<file path="config.mk">
export PLATFORM = sky130hd
export DESIGN_NAME = bmp_fifo
export DESIGN_NICKNAME = d
export VERILOG_FILES = /design/src/rtl/bmp_pkg.sv /design/src/rtl/bmp_fifo.sv
export SDC_FILE = /design/constraint.sdc
export NUM_CORES = 1
export LEC_CHECK = 0
export ABC_AREA = 1
export BUFFER_PORTS_ARGS = -buffer_cell sky130_fd_sc_hd__clkbuf_2
export CORE_MARGIN = 2
export CORE_UTILIZATION = 30
export DETAILED_ROUTE_END_ITERATION = 8
export GPL_TIMING_DRIVEN = 1
export PLACE_DENSITY_LB_ADDON = 0.05
export SYNTH_ARGS = -nofsm -noshare
export SYNTH_HDL_FRONTEND = slang
export SYNTH_SLANG_ARGS = --single-unit
</file>
<file path="constraint.sdc">
create_clock -name clk_i -period 4.6 [get_ports clk_i]
set_clock_uncertainty 0.15 [all_clocks]
set_input_delay 1.38 -clock clk_i [delete_from_list [all_inputs] [get_ports clk_i]]
set_output_delay 1.38 -clock clk_i [all_outputs]
set_load 0.03 [all_outputs]
</file>
<file path="src/rtl/bmp_pkg.sv">
`timescale 1ns / 1ps
// ----------------------------------------------------------------------------
// bmp_pkg: shared types, constants and the alpha table
// Holds the result codes, the front-to-back job record and the ROM function.
// ----------------------------------------------------------------------------
package bmp_pkg;

  localparam int MaxDimDefault   = 4096;
  localparam int ExpDepthDefault = 1536;
  localparam int HdrLen          = 54;
  localparam int DepthOk         = 24;

  typedef enum logic [1:0] {
    KIND_PIXEL     = 2'd0,
    KIND_DEPTH_ERR = 2'd1,
    KIND_SIZE_ERR  = 2'd2
  } kind_e;

  typedef enum logic [1:0] {
    MODE_RADIAL = 2'd0,
    MODE_KEY    = 2'd1,
    MODE_LUMA   = 2'd2,
    MODE_OPAQUE = 2'd3
  } mode_e;

  typedef enum logic [1:0] {
    PH_HEADER = 2'd0,
    PH_PIXEL  = 2'd1,
    PH_PAD    = 2'd2,
    PH_IDLE   = 2'd3
  } phase_e;

  typedef enum logic [1:0] {
    CFG_MODE  = 2'd0,
    CFG_SCALE = 2'd1,
    CFG_KEY   = 2'd2,
    CFG_NONE  = 2'd3
  } cfg_e;

  // One job handed from the parser to the alpha pipeline.
  typedef struct packed {
    kind_e       kind;
    logic [7:0]  red;
    logic [7:0]  green;
    logic [7:0]  blue;
    logic [11:0] row;
    logic [11:0] col;
    logic [12:0] dy;
    logic [12:0] dx;
    logic        last;
  } job_t;

  // Gaussian falloff table entry, computed by the fixed-point recurrence.
  function automatic logic [7:0] exp_entry(input int idx);
    logic [63:0] r;
    logic [63:0] p;
    r = 64'd1 << 30;
    for (int i = 0; i < idx; i++) begin
      p = r * 64'd1069555701 + (64'd1 << 29);
      r = p >> 30;
    end
    p = 64'd255 * r;
    return p[37:30];
  endfunction

endpackage

</file>
<file path="src/rtl/bmp_fifo.sv">
`timescale 1ns / 1ps
// ----------------------------------------------------------------------------
// bmp_fifo: two-entry job queue
// Decouples the parser from the alpha pipeline.
// ----------------------------------------------------------------------------
module bmp_fifo (
  input  logic          clk_i,
  input  logic          rst_ni,
  input  logic          wr_valid_i,
  output logic          wr_ready_o,
  input  bmp_pkg::job_t wr_data_i,
  output logic          rd_valid_o,
  input  logic          rd_ready_i,
  output bmp_pkg::job_t rd_data_o
);

  bmp_pkg::job_t mem_q [2];
  logic       wp_q, rp_q;
  logic [1:0] cnt_q;
  logic       wr, rd;

  assign wr_ready_o = cnt_q != 2'd2;
  assign rd_valid_o = cnt_q != 2'd0;
  assign rd_data_o  = mem_q[rp_q];
  assign wr = wr_valid_i && wr_ready_o;
  assign rd = rd_valid_o && rd_ready_i;

  // Storage.
  always_ff @(posedge clk_i) begin
    if (wr) mem_q[wp_q] <= wr_data_i;
  end

  // Pointers and fill count.
  always_ff @(posedge clk_i or negedge rst_ni) begin
    if (!rst_ni) begin
      wp_q <= 1'b0; rp_q <= 1'b0; cnt_q <= '0;
    end else begin
      if (wr) wp_q <= ~wp_q;
      if (rd) rp_q <= ~rp_q;
      cnt_q <= cnt_q + {1'b0, wr} - {1'b0, rd};
    end
  end

endmodule

</file>
==> results.cfg <==
[run_status]
outcome = finished, final reports clean

[grt]
grt_first_pass_wirelength_um = 18620
grt_usage_pct = 12.39
gr-total-overflow = 0
grt_max_degree = 79
grt_pass1_vias = 3553
antenna_found_initial = 0

[synthesis]
synthDistinctLibCells = 11
synth_area_leaders = edfxtp_1 79%, nand2_1 16%, dfrtp_1 1.7%, buf_2 0.94%, buf_6 0.58%
netlist.area_leader.share_pct = 79.33
syn_inst = 434
ys_ff_latch = 158
yosysWarningCount = 0
synth_nets = 517
ys_seq_area_share_pct = 81.05
post-synth-top-area-cell = edfxtp_1
syn_avg_cell_area_sq_um = 13.43
synth_area_sq_mm = 0.005829

[power_and_ir_drop]
ir_worst_vdd_mv = 0.2836
finalPower_w = 0.005386
power.leakage_nw = 3.216
powerDensity_mw_per_mm2 = 723.5

[final_layout]
finalNetCount = 684
final_util_pct = 39.40
diodes = 0
syn2layout_area_growth_pct = 27.71
fill_cells = 1867
layout-drive-gt1-share_pct = 31.54

[timing]
worst_pin_slew_ns = 0.9157
tns_ns = 0
fmax_ghz = 0.2858
setup_viol = 0
slew_headroom_pct = 38.95
finalWorstPathRequiredPeriod_ns = 3.499
grt_setup_unrepaired = false
drv_slew = 0
finalHoldViolations = 0
fin_crit_sh_pct = 76.06

[placed_design]
routabilityCongestion = 0.6846
hpwl_um = 7748
port_buffers = 159

[die]
initial_core_util_pct = 30.85
fp.dieH_um = 143.4
core_sq_mm = 0.01889
rows = 50
die-area_sq_mm = 0.02056
io_pins = 160
die_w_um = 143.4

[clock_network]
clock_latency_ns = 0.41
cts.repair.resized = 0
clock-sinks = 158
cts_root_buffer = clkbuf_16
cts_tree = built
clkTransAtPathRegs_ns = 0.06
postCtsSetupRepairBufs = 0
cts_buffers = 17
clock_path_buffers = 2
cts_hold_buf = 0
htreeDepth = 4

[detailed_routing]
drt-total-wl_um = 12610
drtIter0Drc = 186
ant_nets = 0
vias_per_cell = 4.120
drtPass1Iterations = 4
drc = 0
vias = 3593
avgRoutedWirePerCell_um = 14.46

[worst_setup_path]
arrival_ns = 1.97
path_cells = inv_2, buf_4, nand2_1, nand2_1, clkbuf_2
start_kind = flop
crit_required_ns = 3.07
worst_path_largest_cell_delay_ns = 0.44
cp_max_fo = 34
crit_type = reg2out
crit_path_top_delay_cell = buf_4
end_kind = output port
path_common_cell = nand2_1

[hold_path]
hold_path_class = reg2reg

[run]
maxCapViolCount = 0
==> flip-flops by register name (all words and copies together), names as in the netlist <==
signal  count
wp_q        1
cnt_q       2
rp_q        1
mem_q     154
==> routing by layer <==
layer / routed length, um / vias up / global-route usage [%]
li1: - / 1788 / -
met1: 5214 / 1696 / 14.28
met2: 6200 / 104 / 20.10
met3: 1099 / 5 / 5.765
met4: 98 / 0 / 4.799
met5: 0 / - / 0
==> stage by stage <==
step	instances	hold slack, ns	area, sq um	setup WS (ns)
2_1_floorplan	434	0.2919	5832	0.5363
6_report	872	0.3225	7445	1.101
5_1_grt	872	0.3667	7445	0.8528
3_5_place_dp	842	0.3135	6907	1.447
3_3_place_gp	842	0.3040	6907	1.439
4_1_cts	872	0.3275	7445	0.9937
==> cells by family after synthesis <==
| kind of cell | synth area share [%] |
|---|---|
| DFF | 81.05 |
| adders and majority gates | 0.4292 |
| buffers and inverters | 2.490 |
| and+or+nand+nor | 16.03 |
==> worst paths after layout <==
kind	endpoint	slack [ns]	startpoint	cells past startpoint
worst max register to register	mem_q[0][49]$_DFFE_PP_	2.51	cnt_q[0]$_DFF_PN0_	5
worst min register to register	wp_q$_DFFE_PN0N_	0.32	wp_q$_DFFE_PN0N_	2
max in group asynchronous	rp_q$_DFFE_PN0P_	3.54	rst_ni	1
min in group asynchronous	wp_q$_DFFE_PN0N_	0.62	rst_ni	1
worst min-delay path	wp_q$_DFFE_PN0N_	0.32	wp_q$_DFFE_PN0N_	2
worst max-delay path	rd_data_o[55]	1.10	rp_q$_DFFE_PN0P_	5
==> layout make-up <==
type	instances	area [sq um]	share of cell area (%)
flip-flops and latches	158	4726	63.48
inverters	9	35.03	0.4706
multi-input cells	250	967.2	12.99
repair buffers	165	853.3	11.46
well taps	260	325.3	4.370
clock inverters	8	93.84	1.261
clock buffers	22	444.2	5.966
==> power breakdown <==
| group | leakage [nW] | internal (W) | total [W] | switching, W |
|---|---|---|---|---|
| clock | 0.257 | 0.000787 | 0.00130 | 0.000514 |
| sequential | 1.48 | 0.00196 | 0.00203 | 0.0000684 |
| combinational | 1.48 | 0.000469 | 0.00205 | 0.00158 |
==> critical path: cells and delay by family (launching register included) <==
kind                   cells  cell delay (ns)
and+or+nand+nor            2             0.20
buffers and inverters      3             0.93
DFF                        1             0.40
==> cell usage after synthesis <==
| cell type | n |
|---|---|
| inv_1 | 8 |
| nand2_1 | 244 |
| buf_2 | 11 |
| inv_2 | 1 |
| edfxtp_1 | 154 |
| buf_6 | 3 |
| nor2_1 | 1 |
| buf_4 | 3 |
| nand3_1 | 3 |
| ha_1 | 2 |
| dfrtp_1 | 4 |
==> layout by cell type, fill, tap and decap left out <==
master	Yosys	layout
buf_4	3	5
clkinv_1	0	1
nand3_1	3	3
edfxtp_1	154	154
clkinv_2	0	4
clkbuf_2	0	159
buf_12	0	1
clkbuf_16	0	17
clkbuf_1	0	5
nor2_4	0	1
bufinv_16	0	2
clkinvlp_4	0	2
inv_1	8	7
dfrtp_1	4	3
dfrtp_2	0	1
nand2_1	244	244
inv_2	1	1
ha_1	2	2
No activity file was read; power rests on OpenSTA's default activity.
